--- src/rtl/core/lifestep_ram.sv ---
// Generic one-bit RAM: one write port, one read port, registered read data.
// Used for the cell grid and the two row buffers. No dependencies.
module lifestep_ram #(
  parameter int DEPTH = 4,
  parameter int AW    = $clog2(DEPTH)
) (
  input  logic          clk,
  input  logic          we,
  input  logic [AW-1:0] waddr,
  input  logic          wdata,
  input  logic          re,
  input  logic [AW-1:0] raddr,
  output logic          rdata
);

  logic mem_r [DEPTH];
  logic rdata_r;

  always_ff @(posedge clk) begin
    if (we) begin
      mem_r[waddr] <= wdata;
    end
    if (re) begin
      rdata_r <= mem_r[raddr];
    end
  end

  assign rdata = rdata_r;

endmodule

--- config.mk ---
export PLATFORM = sky130hd
export DESIGN_NAME = lifestep_ram
export DESIGN_NICKNAME = d
export VERILOG_FILES = /design/src/rtl/core/lifestep_ram.sv
export SDC_FILE = /design/constraint.sdc
export NUM_CORES = 1
export LEC_CHECK = 0
export BUFFER_PORTS_ARGS = -buffer_cell sky130_fd_sc_hd__buf_2
export CAP_MARGIN = 0
export CORE_AREA = 5 5 42 44
export CTS_BUF_LIST = sky130_fd_sc_hd__clkbuf_8
export CTS_CLUSTER_SIZE = 14
export DETAILED_ROUTE_END_ITERATION = 12
export DIE_AREA = 0 0 47 49
export PLACE_DENSITY = 0.43
export SLEW_MARGIN = 20
export SYNTH_ARGS = -nofsm -noshare
export SYNTH_HDL_FRONTEND = slang
export SYNTH_SLANG_ARGS = --single-unit
--- constraint.sdc ---
create_clock -name clk -period 1.67 [get_ports clk]
set_input_delay 0.167 -clock clk [delete_from_list [all_inputs] [get_ports clk]]
set_output_delay 0.167 -clock clk [all_outputs]
set_load 0.005 [all_outputs]
After elaboration in Yosys (flattened, before gate mapping) --
Memory sizes are Yosys's and may differ from the RTL's. A register that Yosys moved wholly into a read port is not among the register bits. Index checks and enable logic that the tools add are counted.
Word-level totals: register bits after elaboration 0, RAM bits 4, output and inout port bits 1, logic and storage cells 3, memories 1
Operators by class: muxes and demuxes 2
Memories:
- mem_r | depth 4, width 1, read ports 1, clocked after memory_dff 1, write ports 1, line 16 | logic mem_r [DEPTH];
Operators by type and width (number):
- $mux 1 | 2

Longest topological paths before layout --
word-level depth 2, depth in mapped cells 1, mapped depth without buffers 1

Worst setup path after synthesis --
Ideal clock, no wire load.
path type reg2reg, start point memory mem_r[3], end point register rdata_r, in the netlist rdata (read register of mem_r), data pin, library setup time 0.272 ns, arrival time 0.775 ns, data required time 1.398 ns, setup slack 0.623 ns, cell stages (with the launch flop) 2, path buffers 0, period minus slack after synthesis 1.047 ns, cell sequence edfxtp_1 mux4_2
RTL lines:
- from (decl) | line 16
- to (decl) | line 17 | logic rdata_r;
No word-level cell between the ends.

Worst setup path after layout --
start point memory mem_r[2], end point register rdata_r, in the netlist rdata (read register of mem_r), data pin
No word-level cell between the ends.

==> results.json <==
{
  "setup_tns_ps": 0,
  "ys_seq_elements": 5,
  "hold_depth": 1,
  "cp-end-kind": "flop",
  "total_leakage_power_nw": 0.1309,
  "cts_max_path_buffers": 2,
  "wl_um": 416,
  "core_area_um2": 1401,
  "cts_setup_buffers": 0,
  "path_class": "reg2reg",
  "min-delay-start": "re",
  "drv_slew": 0,
  "synth.area.top_cells": "edfxtp_1 (74%), mux4_2 (11%), and3b_1 (8.6%)",
  "detail-route-antenna-nets": 0,
  "grt_pass1_wl_um": 724,
  "n_antenna_cell": 0,
  "via_per_inst": 3.579,
  "ctsResizeCount": 0,
  "ys_types": 5,
  "hold_viol": 0,
  "drv_cap": 0,
  "r2r_start": "mem_r[2]$_DFFE_PP_",
  "grt_setup_unrepaired": "no",
  "drcViolationCount": 0,
  "area_growth_pct": 52.15,
  "path_cells": "mux4_2",
  "root_buffer": "clkbuf_8",
  "critPathMaxFanout": 1,
  "worstMarginPinSlew_ps": 203.1,
  "setup_ws_ps": 582.1,
  "synth_area_per_cell_um2": 20.39,
  "syn_inst": 10,
  "cp_data_required_time_ps": 1620,
  "min_to": "rdata$_DFFE_PP_",
  "slowest_stage": "mux4_2",
  "ys_seq_area_share_pct": 73.62,
  "ys_warn_count": 0,
  "synth_top_area_cell": "edfxtp_1",
  "start_util_pct": 14.55,
  "cts.htree.levels": 1,
  "antenna_found_initial": 0,
  "yosysTopAreaCellShare_pct": 73.62,
  "worst_skew_pair.late_latency_ps": 220,
  "path_delay_family": "multiplexers",
  "reg2reg_to": "rdata$_DFFE_PP_",
  "first_pass_iters": 3,
  "p_seq_share_pct": 37.8,
  "gr-total-overflow": 0,
  "status": "completed",
  "die_h_um": 49,
  "combPwrFrac_pct": 5.5,
  "ir_worst_vdd_uv": 532.6,
  "timing.fmax_mhz": 919.2,
  "intPower_mw": 0.3202,
  "grt_pass1_vias": 171,
  "worst-path-buf-inv": 0,
  "routabilityCongestion": 0.5501,
  "die_w_um": 47,
  "drive_above_1_share_pct": 59.09,
  "layout_min_cycle_time_ps": 1088,
  "hp-class": "in2reg",
  "clock_sinks": 5,
  "setup_violations": 0,
  "clk_pin_slew_worst_paths_ps": 40,
  "post_drt_wl_per_cell_um": 10.95,
  "drtIter0Drc": 2,
  "pwr-share-clk_pct": 56.7,
  "finalClockSkew_ps": 1.866,
  "power.switching_mw": 0.07196,
  "sw_frac_of_total_pct": 18.35,
  "fin_nets": 31,
  "io_pins": 9,
  "via_count": 136,
  "syn_nets": 18,
  "cts_tree": "done",
  "die_area_um2": 2303,
  "reg2reg_depth": 1,
  "cp.arrival_ps": 1040,
  "port-buffer-count": 8,
  "max_slew_margin_pct": 86.43,
  "post-place-ws_ps": 578.0,
  "track_usage_pct": 5.386,
  "post-route-period-util_pct": 65.14,
  "cp-start-kind": "flop",
  "power_per_cell_area_nw_per_um2": 1264,
  "row_count": 14,
  "r2r_slack_ps": 580,
  "cts_inserted_buffers": 3,
  "grt_max_degree": 5,
  "mappedNetlistArea_um2": 203.9,
  "slowest_delay_ps": 460,
  "holdBufCountCts": 0
}
area by class of cell:
cell class | count | area [um2]
Clock buffer | 3 | 41.29
Multi-Input combinational cell | 5 | 53.80
Sequential cell | 5 | 150.1
Timing Repair Buffer | 8 | 40.04
Tap cell | 16 | 20.02
Fill cell | 163 | 1091
Clock inverter | 1 | 5.005
state kept, by name (all words and copies together) (netlist names):
name	cells
rdata	1
mem_r	4
metrics by stage:
stage	instances	util (%)	hold WS (ps)	instance area [um2]	total power [mW]
6_report	38	22.14	150.7	310.3	0.3921
3_3_place_gp	34	18.84	367.4	264.0	0.1706
5_1_grt	38	22.14	147.8	310.3	0.4169
4_1_cts	38	22.14	149.6	310.3	0.4025
2_1_floorplan	10	-	265.9	203.9	0.1575
3_5_place_dp	34	18.84	373.8	264.0	0.1721
cell families after synthesis:
| kind of cell | after synthesis | share of synthesized area (%) |
|---|---|---|
| simple gates | 4 | 15.34 |
| flops | 5 | 73.62 |
| mux | 1 | 11.04 |
cells in the final DEF, fill, tap and decap left out:
cell type,instances
clkinv_2,1
clkbuf_8,3
and3_1,1
edfxtp_1,5
and3b_1,2
buf_2,8
nor3b_1,1
mux4_2,1
cell usage after synthesis, drive strengths merged:
library cell  number
edfxtp             5
and3b              2
nor3b              1
and3               1
mux4               1
routing by layer:
layer	up-vias	track usage [%]	part of all wire, %
met5	-	0	0
met4	0	2.765	0
met3	0	8.118	13
met2	9	7.014	47
met1	61	3.812	41
li1	66	-	-
worst max path at each step:
stage | end | cells after the start | from
6_report | rdata$_DFFE_PP_ | 1 | mem_r[2]$_DFFE_PP_
5_1_grt | rdata$_DFFE_PP_ | 1 | mem_r[1]$_DFFE_PP_
4_1_cts | rdata$_DFFE_PP_ | 1 | mem_r[1]$_DFFE_PP_
3_5_place_dp | rdata$_DFFE_PP_ | 1 | mem_r[1]$_DFFE_PP_
3_3_place_gp | rdata$_DFFE_PP_ | 1 | mem_r[2]$_DFFE_PP_
2_1_floorplan | rdata$_DFFE_PP_ | 1 | mem_r[3]$_DFFE_PP_
power by group through the flow:
| stage | combinational, mW | clock, mW | sequential [mW] |
|---|---|---|---|
| 6_report | 0.0215 | 0.222 | 0.148 |
| 5_1_grt | 0.0244 | 0.243 | 0.149 |
| 4_1_cts | 0.0222 | 0.232 | 0.149 |
| 3_5_place_dp | 0.0218 | 0 | 0.150 |
| 3_3_place_gp | 0.0207 | 0 | 0.150 |
| 2_1_floorplan | 0.00758 | 0 | 0.150 |
Note: power is estimated with default switching activity, not from simulation.
