### src/rtl/core/lifestep_pkg.sv
// Shared types and constants for the Life generation step unit.
// Holds the command codes, register indexes, the in/out word structs and
// the control struct between the sequencer and the cell unit. No dependencies.
package lifestep_pkg;

  localparam int DefMaxWidth  = 256;
  localparam int DefMaxHeight = 256;

  localparam int CfgW     = 9;
  localparam int CellIdxW = 16;
  localparam int AliveW   = 17;
  localparam int GenW     = 32;

  localparam logic [CfgW-1:0] BoardWidthRst  = 9'd160;
  localparam logic [CfgW-1:0] BoardHeightRst = 9'd160;

  // B3/S23 neighbor counts
  localparam logic [3:0] LiveBirth = 4'd3;
  localparam logic [3:0] LiveKeep  = 4'd2;

  typedef enum logic [1:0] {
    CMD_TOGGLE = 2'd0,
    CMD_STEP   = 2'd1,
    CMD_CLEAR  = 2'd2,
    CMD_READ   = 2'd3
  } cmd_t;

  typedef enum logic [0:0] {
    REG_BOARD_WIDTH  = 1'b0,
    REG_BOARD_HEIGHT = 1'b1
  } cfg_reg_t;

  typedef struct packed {
    cmd_t                command;
    logic [CellIdxW-1:0] cell_index;
  } in_word_t;

  typedef struct packed {
    logic              cell_state;
    logic [AliveW-1:0] alive_count;
    logic [GenW-1:0]   generation;
    logic              index_error;
  } out_word_t;

  // one scan slot in flight between fetch and evaluate
  typedef struct packed {
    logic slot;     // slot valid
    logic fetch;    // column inside the board
    logic first;    // first slot of a row
    logic compute;  // slot produces a cell
    logic top_ok;   // row above exists
    logic mid_ok;   // current row exists
    logic bot_ok;   // row below exists
  } cell_ctl_t;

endpackage

### src/rtl/core/lifestep_cell_unit.sv
// Neighborhood window and B3/S23 rule evaluation, one cell per scan slot.
// Takes the fetched column from the row buffers and the grid. Uses lifestep_pkg.
module lifestep_cell_unit
  import lifestep_pkg::*;
(
  input  logic      clk,
  input  cell_ctl_t ctl,
  input  logic      lb0_q,
  input  logic      lb1_q,
  input  logic      grid_q,
  output logic      col_mid,
  output logic      col_bot,
  output logic      nv,
  output logic      nv_valid
);

  // bit 0 row above, bit 1 current row, bit 2 row below
  logic [2:0] win_l_r;
  logic [2:0] win_c_r;
  logic [2:0] col_c;
  logic       col_top;
  logic       live_col;
  logic [3:0] cnt_c;

  assign live_col = ctl.slot & ctl.fetch;
  assign col_top  = live_col & ctl.top_ok & lb0_q;
  assign col_mid  = live_col & ctl.mid_ok & lb1_q;
  assign col_bot  = live_col & ctl.bot_ok & grid_q;
  assign col_c    = {col_bot, col_mid, col_top};

  always_ff @(posedge clk) begin
    if (ctl.slot) begin
      win_l_r <= ctl.first ? 3'b000 : win_c_r;
      win_c_r <= col_c;
    end
  end

  // window holds columns x-1 and x; the fresh column is x+1
  assign cnt_c = {3'b000, win_l_r[0]} + {3'b000, win_l_r[1]} + {3'b000, win_l_r[2]}
               + {3'b000, win_c_r[0]} + {3'b000, win_c_r[2]}
               + {3'b000, col_c[0]}   + {3'b000, col_c[1]}   + {3'b000, col_c[2]};

  assign nv       = (cnt_c == LiveBirth) || (win_c_r[1] && (cnt_c == LiveKeep));
  assign nv_valid = ctl.slot & ctl.compute;

endmodule

### config.mk
export PLATFORM = sky130hd
export DESIGN_NAME = lifestep_cell_unit
export DESIGN_NICKNAME = d
export VERILOG_FILES = /design/src/rtl/core/lifestep_pkg.sv /design/src/rtl/core/lifestep_cell_unit.sv
export SDC_FILE = /design/constraint.sdc
export NUM_CORES = 1
export LEC_CHECK = 0
export BUFFER_PORTS_ARGS = -buffer_cell sky130_fd_sc_hd__buf_2
export CAP_MARGIN = 20
export CORE_AREA = 2 2 39 41
export CTS_CLUSTER_SIZE = 16
export DETAILED_ROUTE_END_ITERATION = 12
export DIE_AREA = 0 0 41 43
export PLACE_DENSITY = 0.55
export SLEW_MARGIN = 20
export SYNTH_ARGS = -nofsm -noshare
export SYNTH_HDL_FRONTEND = slang
export SYNTH_SLANG_ARGS = --single-unit
### constraint.sdc
create_clock -name clk -period 8.8 [get_ports clk]
set_input_delay 1.76 -clock clk [delete_from_list [all_inputs] [get_ports clk]]
set_output_delay 1.76 -clock clk [all_outputs]
set_load 0.01 [all_outputs]
# Word level (Yosys, flattened, before mapping)
# Cells that the tools add are included.
[op_classes]
n_addsub = 7
eq_ne = 2
bitwise = 8
n_reduce_logical = 2
[ops]
columns = ["cell", "n"]
rows = [
  ["4-bit by 1-bit adder with 4-bit output", 4],
  ["1-bit bitwise AND", 8],
  ["4-bit by 2-bit == test with 1-bit output, second input constant", 2],
  ["3-bit by 1-bit adder with 4-bit output", 1],
  ["2-bit by 1-bit adder with 3-bit output", 1],
  ["1-bit by 1-bit adder with 2-bit output", 1],
  ["1-bit logical AND", 1],
  ["1-bit logical OR", 1],
]
[word_totals]
ff_bits = 6
inputBits = 11
out_inout_bits = 4
elab_cells = 21

# Logic depth before layout (Yosys ltp)
# Gate-level depths: netlist of the first run.
[depth]
word_depth = 10
depth_mapped = 11
mapped_depth_nobuf = 11

# Least setup slack after synthesis of the first run
# No wires, ideal clock.
[synth_timing]
path_type = "in2out"
from = "in ctl[6] (netlist bit)"
to = "out nv"
arrival_time_ns = 4.772
t_required_ns = 7.040
slack_ns = 2.268
path_stages = 11
n_path_buf = 0
cell_sequence = "and2_1 > and3_1 > fa_1 > inv_1 > fa_1 > fa_1 > inv_1 > ha_1 > fa_1 > o211a_1 > a211oi_2"
[synth_via]
elab_cells_between_ends = 14
classes_between = "3 x add/sub; 2 x eq/ne; 7 x bitwise; 2 x reduce/logical"
[synth_rtl]
columns = ["element", "line", "text"]
rows = [
  ["start: declaration", "lifestep_cell_unit.sv:7", "input cell_ctl_t ctl,"],
  ["1-bit bitwise AND (*)", "lifestep_cell_unit.sv:25", "assign live_col = ctl.slot & ctl.fetch;"],
  ["1-bit bitwise AND (*) (2 in series)", "lifestep_cell_unit.sv:28", "assign col_bot = live_col & ctl.bot_ok & grid_q;"],
  ["named net col_bot", "lifestep_cell_unit.sv:12", "output logic col_bot,"],
  ["4-bit by 1-bit adder with 4-bit output (*)", "lifestep_cell_unit.sv:41", "+ {3'b000, col_c[0]} + {3'b000, col_c[1]} + {3'b000, col_c[2]};"],
  ["4-bit by 2-bit == test with 1-bit output", "lifestep_cell_unit.sv:43", "assign nv = (cnt_c == LiveBirth) || (win_c_r[1] && (cnt_c == LiveKeep));"],
  ["1-bit logical AND", "lifestep_cell_unit.sv:43", ""],
  ["1-bit logical OR (*)", "lifestep_cell_unit.sv:43", ""],
  ["end: declaration", "lifestep_cell_unit.sv:13", "output logic nv,"],
]
# Mark *: on every way through the listed nets, which the timed path passes. The rest lies on a longest branch.

# Worst setup path after layout of the first run
[layout_timing]
from = "in ctl[6] (netlist bit)"
to = "out nv"
[layout_via]
elab_chain_cells = 9
elab_cells_between_ends = 14
classes_between = "3 x add/sub; 2 x eq/ne; 7 x bitwise; 2 x reduce/logical"
[layout_rtl]
columns = ["element", "line", "text"]
rows = [
  ["1-bit bitwise AND (*)", "lifestep_cell_unit.sv:25", ""],
  ["1-bit bitwise AND (2 in series)", "lifestep_cell_unit.sv:26", "assign col_top = live_col & ctl.top_ok & lb0_q;"],
  ["4-bit by 1-bit adder with 4-bit output (2 in series)", "lifestep_cell_unit.sv:41", ""],
  ["4-bit by 1-bit adder with 4-bit output (*)", "lifestep_cell_unit.sv:41", ""],
  ["4-bit by 2-bit == test with 1-bit output", "lifestep_cell_unit.sv:43", ""],
  ["1-bit logical AND", "lifestep_cell_unit.sv:43", ""],
  ["1-bit logical OR (*)", "lifestep_cell_unit.sv:43", ""],
]
# Mark *: on every way between the ends. The rest lies on a longest branch, timed or not.

==> results of run 1 <==
==> state kept, by name, summed over array words and instances (netlist names) <==
signal and cells:
win_c_r 3, win_l_r 3
==> path summary, 6_finish.rpt <==
kind / start / end / depth (start not counted)
worst min register to register: win_c_r[2] / win_l_r[2] / 2
worst max register to register: win_c_r[1] / win_l_r[1] / 1
worst max-delay path: ctl[6] / nv / 13
worst min-delay path: win_c_r[2] / win_l_r[2] / 2
==> cells by family after synthesis <==
kind of cell               share of synthesized area
DFF                                            0.434
and+or+nand+nor                                0.154
buffers and inverters                         0.0633
adders and majority gates                      0.283
AOI/OAI and AO/OA                             0.0662
==> layout by cell type (no fill, tap or decap) <==
cell / n
buf_2: 14
inv_1: 7
edfxtp_1: 6
fa_1: 4
and3_1: 3
ha_1: 3
clkbuf_4: 3
and2_1: 2
nor2_1: 2
nand3_1: 1
or2_1: 1
nand3b_1: 1
o211a_1: 1
o21ai_0: 1
a211oi_2: 1
nor2b_1: 1
==> critical path, stage by stage <==
cell and delay, ns:
buf_2 0.16, and2_1 0.20, and3_1 0.22, fa_1 0.53, inv_1 0.05, fa_1 0.45
fa_1 0.49, inv_1 0.04, ha_1 0.20, fa_1 0.41, o211a_1 0.25, a211oi_2 0.19
buf_2 0.16
==> cell type report <==
| class | count | area share |
|---|---|---|
| timing repair buffer | 14 | 0.133 |
| inverter | 7 | 0.0498 |
| clock buffer | 3 | 0.0427 |
| sequential | 6 | 0.341 |
| multi-input combinational | 21 | 0.396 |
| tap | 16 | 0.0379 |
==> stage by stage <==
step	cells	util	instance area, um2	setup slack, ns	power, mW
2_1_floorplan	34	-	415	2.27	0.0492
3_3_place_gp	64	0.365	505	1.95	0.0572
3_5_place_dp	64	0.365	505	1.94	0.0572
4_1_cts	67	0.382	528	1.92	0.0840
5_1_grt	67	0.382	528	1.76	0.0891
6_report	67	0.382	528	1.94	0.0824
==> layer usage <==
layer	vias to the layer above	share of wire	global-route usage
met2	13	0.47	0.159
met3	2	0.063	0.0471
met5	-	0	0
met1	131	0.45	0.153
li1	148	-	-
met4	0	0.017	0.0600
==> where the power goes <==
part           internal (mW)  switching (mW)
Clock                 0.0155          0.0105
Combinational         0.0104          0.0121
Sequential            0.0335        0.000521
Total                 0.0594          0.0231
==> cells in the mapped netlist (all sizes together) <==
| master | count | area (um2) |
|---|---|---|
| and2 | 2 | 12.5 |
| o211a | 1 | 10.0 |
| nand3b | 1 | 7.51 |
| nand3 | 1 | 5.00 |
| ha | 3 | 37.5 |
| edfxtp | 6 | 180 |
| inv | 7 | 26.3 |
| a211oi | 1 | 12.5 |
| nor2 | 2 | 7.51 |
| fa | 4 | 80.1 |
| o21ai | 1 | 5.00 |
| nor2b | 1 | 6.26 |
| or2 | 1 | 6.26 |
| and3 | 3 | 18.8 |
==> summary.txt, run 1 <==
Setup path
  • Worst EP arrival: around 5 ns
  • Crit Path Category: input pin to primary output
  • Worst reg2reg setup slack: approximately 8 ns
  • Critical Path RT: a little over 7 ns
  • CP Capture Type: primary output
  • Maximum fanout along the worst path: 8
  • Startpoint class of the critical path: input pin

Synthesis
  • Syn_nets: 52
  • Yosys warns: 0
  • Syn avg cell area: 12.2 um2
  • Post-synth cell types: 14
  • Flops & latches, synth: 6
  • Cells after synthesis: 34
  • Mapped cell area: around 420 um2
  • Register area share after synthesis: 0.434

Final layout
  • Fill cells: approximately 150
  • FF+latch area: about 180 um2
  • Share of cells above drive strength 1: 0.353
  • Synthesis-to-finish area growth: 27.1%
  • N_diodes: 0
  • Final nets: 71
  • Multi-input combinational cell area: roughly 210 um2

Floorplanning
  • I/O pin count: 15
  • Std-Cell Rows: 14
  • Die Ht: 43 um
  • Width of the die: about 41 um
  • Starting Density: 0.300
  • Core area: between 1000 and 1500 um2
  • Die area: roughly 1800 um2

STA
  • Clock Skew: approximately 0.0038 ns
  • Setup TNS: 0 ns
  • Tcrit/Tclk final: 0.780
  • Hold Fails Final Rpt: 0
  • Rel. slew slack: 0.833
  • FMAX: around 150 MHz
  • Final setup vio count: 0
  • Worst Max-Slew Pin Slew: around 0.25 ns
  • Min Hold Slack: about 0.58 ns
  • Fin. max-slew vios: 0
  • Fin crit period: 6.86 ns
  • Unrepaired setup endpoints after global routing: false

Global routing
  • GR Util All Layers: 0.116
  • Vias in the first global route: around 310
  • Initial antenna violation count: 0
  • First-pass GRT wire length: ~1300 um
  • Largest net degree at the start of global routing: 9
  • Gr ovfl total: 0

Route
  • Drt total wl: between 700 and 800 um
  • DR iter-0 viols: 2
  • Post-DR wirelength/cell: 10.7 um
  • DRC: 0
  • Vias post-DR: about 290
  • Post-DRT Antenna Nets: 0
  • Drt pass-1 iters: 2
  • Vias per inst: between 4 and 5

Clock tree
  • Root Driver: clkbuf_4
  • CTS tree: done
  • Clock Tree Buf Depth: 2
  • H-Tree Depth: 1
  • Total CTS buffers: 3
  • Clock latency on the worst-skew pair: about 0.25 ns
  • Clock sink count: 6
  • Post-CTS Setup Repair Bufs: 0
  • CTS resizes: 0
  • Hold_buf cts: 0
  • Clock slew at reported path FFs: 0.04 ns

Outcome
  • Status: complete, no violations

Hold path
  • Hold crit path type: flip-flop to flip-flop

Placement
  • Routability cong.: around 0.73
  • PortBufs: 14
  • DPL Wire Length: 569 um

Pwr
  • Worst IR Drop VDD: roughly 0.000085 V
  • Pwr dens: approximately 160 nW/um2
  • Static leakage: between 0.2 and 0.3 nW

Run
  • Max Cap Viol: 0
No activity file was read; power rests on OpenSTA's default activity.
==> run 2, diff against run 1 <==
ABC_AREA = 1   (was default)
PLACE_DENSITY = 0.54   (was 0.55)
clock period = 7 ns   (was 8.8 ns; I/O delays follow)
==> run 2 against run 1 <==
Compared with the run above: first-iteration DRC count unchanged; worst hold slack worse by 0.014 ns; wire length down 7.7%; combinational power up 25%; critical endpoint unchanged.
==> summary.txt, run 2 <==
Synthesis
  • Flops & latches, synth: 6 (unchanged)
  • Mux cell area share after synthesis: 0 (unchanged)
  • Mapped cell area: 413 um2 (was 415 um2)
  • Area leader, netlist: edfxtp_1 (unchanged)
  • Syn avg cell area: 9.83 um2 (was 12.2 um2)
  • Yosys warns: 0 (unchanged)
  • Most frequent cell after synthesis: inv_1 (unchanged)
  • Async set-reset flop share out of synthesis: 0 (unchanged)
  • Synth top area share: 0.436 (was 0.434)
  • Ys flop type: edfxtp_1 (unchanged)
  • Synth top cells by count: inv_1 (13), nand2_1 (7), edfxtp_1 (6) (was inv_1 (7), edfxtp_1 (6), fa_1 (4))
  • Cells after synthesis: 42 (was 34)
  • Simple-gate share of the synthesized area: 0.148 (was 0.154)
  • Post-synthesis adder-cell area fraction: 0.285 (was 0.283)
  • Post-synthesis xor/xnor area fraction: 0 (unchanged)
  • Synth Area in Compound Gates: 0.0121 (was 0.0663)
  • Post-synth cell types: 9 (was 14)
  • Syn_nets: 60 (was 52)
  • Largest family of logic cells by synthesized area: adder cells (unchanged)
  • Register area share after synthesis: 0.436 (was 0.434)
  • EDFF count, synth: 6 (unchanged)
  • Top cells by area, synth: edfxtp_1 (44%), fa_1 (19%), inv_1 (12%) (was edfxtp_1 (43%), fa_1 (19%), ha_1 (9.0%))

Global routing
  • Busiest grt layer: met2 (unchanged)
  • First-pass GRT wire length: 1150 um (was 1290 um)
  • Met1 usage: 0.119 (was 0.153)
  • GR Util All Layers: 0.107 (was 0.116)
  • GR Util met3: 0.0471 (unchanged)
  • Gr ovfl total: 0 (unchanged)
  • Initial antenna violation count: 0 (unchanged)
  • Grt met2 use: 0.144 (was 0.159)
  • Vias in the first global route: 296 (was 314)
  • Largest net degree at the start of global routing: 10 (was 9)

Run
  • Max Cap Viol: 0 (unchanged)

Floorplanning
  • Core area: 1380 um2 (unchanged)
  • Std-Cell Rows: 14 (unchanged)
  • Starting Density: 0.298 (was 0.300)
  • Width of the die: 41 um (unchanged)
  • I/O pin count: 15 (unchanged)
  • Die area: 1760 um2 (unchanged)
  • Die Ht: 43 um (unchanged)

Clock tree
  • Hold_buf cts: 0 (unchanged)
  • Total CTS buffers: 3 (unchanged)
  • H-Tree Depth: 1 (unchanged)
  • Clock Tree Buf Depth: 2 (unchanged)
  • Clock slew at reported path FFs: 0.04 ns (about the same)
  • Clock sink count: 6 (unchanged)
  • CTS tree: done (unchanged)
  • Clock latency on the worst-skew pair: 0.24 ns (was 0.25 ns)
  • Post-CTS Setup Repair Bufs: 0 (unchanged)
  • CTS resizes: 0 (unchanged)
  • Root Driver: clkbuf_4 (unchanged)

STA
  • Clock Skew: 0.000455 ns (was 0.00381 ns)
  • Worst Max-Slew Pin Slew: 0.262 ns (was 0.248 ns)
  • Fin. max-slew vios: 0 (unchanged)
  • Unrepaired setup endpoints after global routing: false (unchanged)
  • Final setup vio count: 0 (unchanged)
  • Setup TNS: 0 ns (unchanged)
  • Min Hold Slack: 0.566 ns (was 0.580 ns)
  • Tcrit/Tclk final: 0.826
  • Hold Fails Final Rpt: 0 (unchanged)
  • FMAX: roughly 170 MHz
  • Rel. slew slack: 0.825 (was 0.833)
  • Fin crit period: roughly 5.8 ns

Route
  • Vias post-DR: 316 (was 294)
  • Vias per inst: 4.21 (was 4.39)
  • DRC: 0 (unchanged)
  • Drt total wl: 662 um (was 717 um)
  • DR iter-0 viols: 2 (unchanged)
  • Drt pass-1 iters: 2 (unchanged)
  • Post-DRT Antenna Nets: 0 (unchanged)
  • Post-DR wirelength/cell: 8.83 um (was 10.7 um)

Final layout
  • Share of cells above drive strength 1: 0.288 (was 0.353)
  • Commonest cells after routing, fill and taps aside: buf_2 (14), inv_1 (13), nand2_1 (7) (was buf_2 (14), inv_1 (7), edfxtp_1 (6))
  • Final nets: 79 (was 71)
  • N_diodes: 0 (unchanged)
  • Biggest regs: win_c_r (3), win_l_r (3) (unchanged)
  • Synthesis-to-finish area growth: 27.3% (was 27.1%)
  • Most common cell after layout, fill and taps aside: buf_2 (unchanged)
  • Finished Core Util: 0.380 (was 0.382)

Setup path
  • Worst EP arrival: 4.38 ns (was 5.10 ns)
  • CP Capture Type: primary output (unchanged)
  • Worst reg2reg setup slack: 6.26 ns (was 8.04 ns)
  • Crit Path Category: input pin to primary output (unchanged)
  • Startpoint class of the critical path: input pin (unchanged)
  • Critical Path RT: 5.60 ns (was 7.04 ns)
  • Maximum fanout along the worst path: 9 (was 8)

Pwr
  • Pwr dens: 193 nW/um2 (was 156 nW/um2)
  • Static leakage: 0.287 nW (was 0.282 nW)
  • Worst IR Drop VDD: 0.0000729 V (was 0.0000849 V)
  • Tot Pwr: 0.101 mW (was 0.0824 mW)

Placement
  • DPL Wire Length: 586 um (was 569 um)
  • Routability cong.: 0.652 (was 0.728)
  • PortBufs: 14 (unchanged)

Hold path
  • Hold crit path type: flip-flop to flip-flop (unchanged)

Outcome
  • Status: complete, no violations (unchanged)
-- run 2: critical path, cell delays in order --
cell	delay, ns
buf_2	0.19
nand2_1	0.09
nor2_1	0.24
fa_1	0.43
inv_1	0.08
fa_1	0.43
fa_1	0.49
inv_1	0.04
ha_1	0.20
fa_1	0.49
nand3_1	0.07
a21oi_1	0.10
buf_2	0.14
-- run 2: report_power, final --
part           internal (mW)  leakage [nW]  switching [mW]
Clock                 0.0193        0.0138          0.0112
Sequential            0.0421        0.0595        0.000607
Combinational         0.0128         0.214          0.0153
-- run 2: kinds of logic (layout without fill, tap and decap cells) --
kind of cell | Yosys count | in the layout
compound gates | 1 | 1
fa+ha+maj | 7 | 7
buf+inv | 13 | 30
flops | 6 | 6
simple gates | 15 | 15
-- run 2: final timing paths --
| check | startpoint | endpoint | depth (start not counted) |
|---|---|---|---|
| setup reg to reg | win_c_r[1] | win_l_r[1] | 2 |
| hold / removal | win_c_r[0] | win_l_r[0] | 2 |
| hold reg to reg | win_c_r[0] | win_l_r[0] | 2 |
| setup / recovery | ctl[6] | nv | 13 |
-- run 2: metal layers --
layer,wire [um],share of wire,vias to the layer above
met1,301,0.45,144
met3,31,0.047,0
li1,-,-,162
met2,328,0.50,10
met5,0,0,-
met4,0,0,0
-- run 2: layout make-up --
type / count / area, um2
clock buffers: 3 / 22.5
fillers: 139 / 858
inverters: 13 / 48.8
multi-input cells: 23 / 184
flip-flops and latches: 6 / 180
well taps: 16 / 20.0
repair buffers: 14 / 70.1
-- run 2: per-stage QoR --
stage,setup WS (ns),cells,instance area (um2)
after detailed placement,1.20,72,503
final,1.22,75,526
after global routing,0.950,75,526
after floorplan,1.47,42,413
after global placement,1.23,72,503
after CTS,1.21,75,526
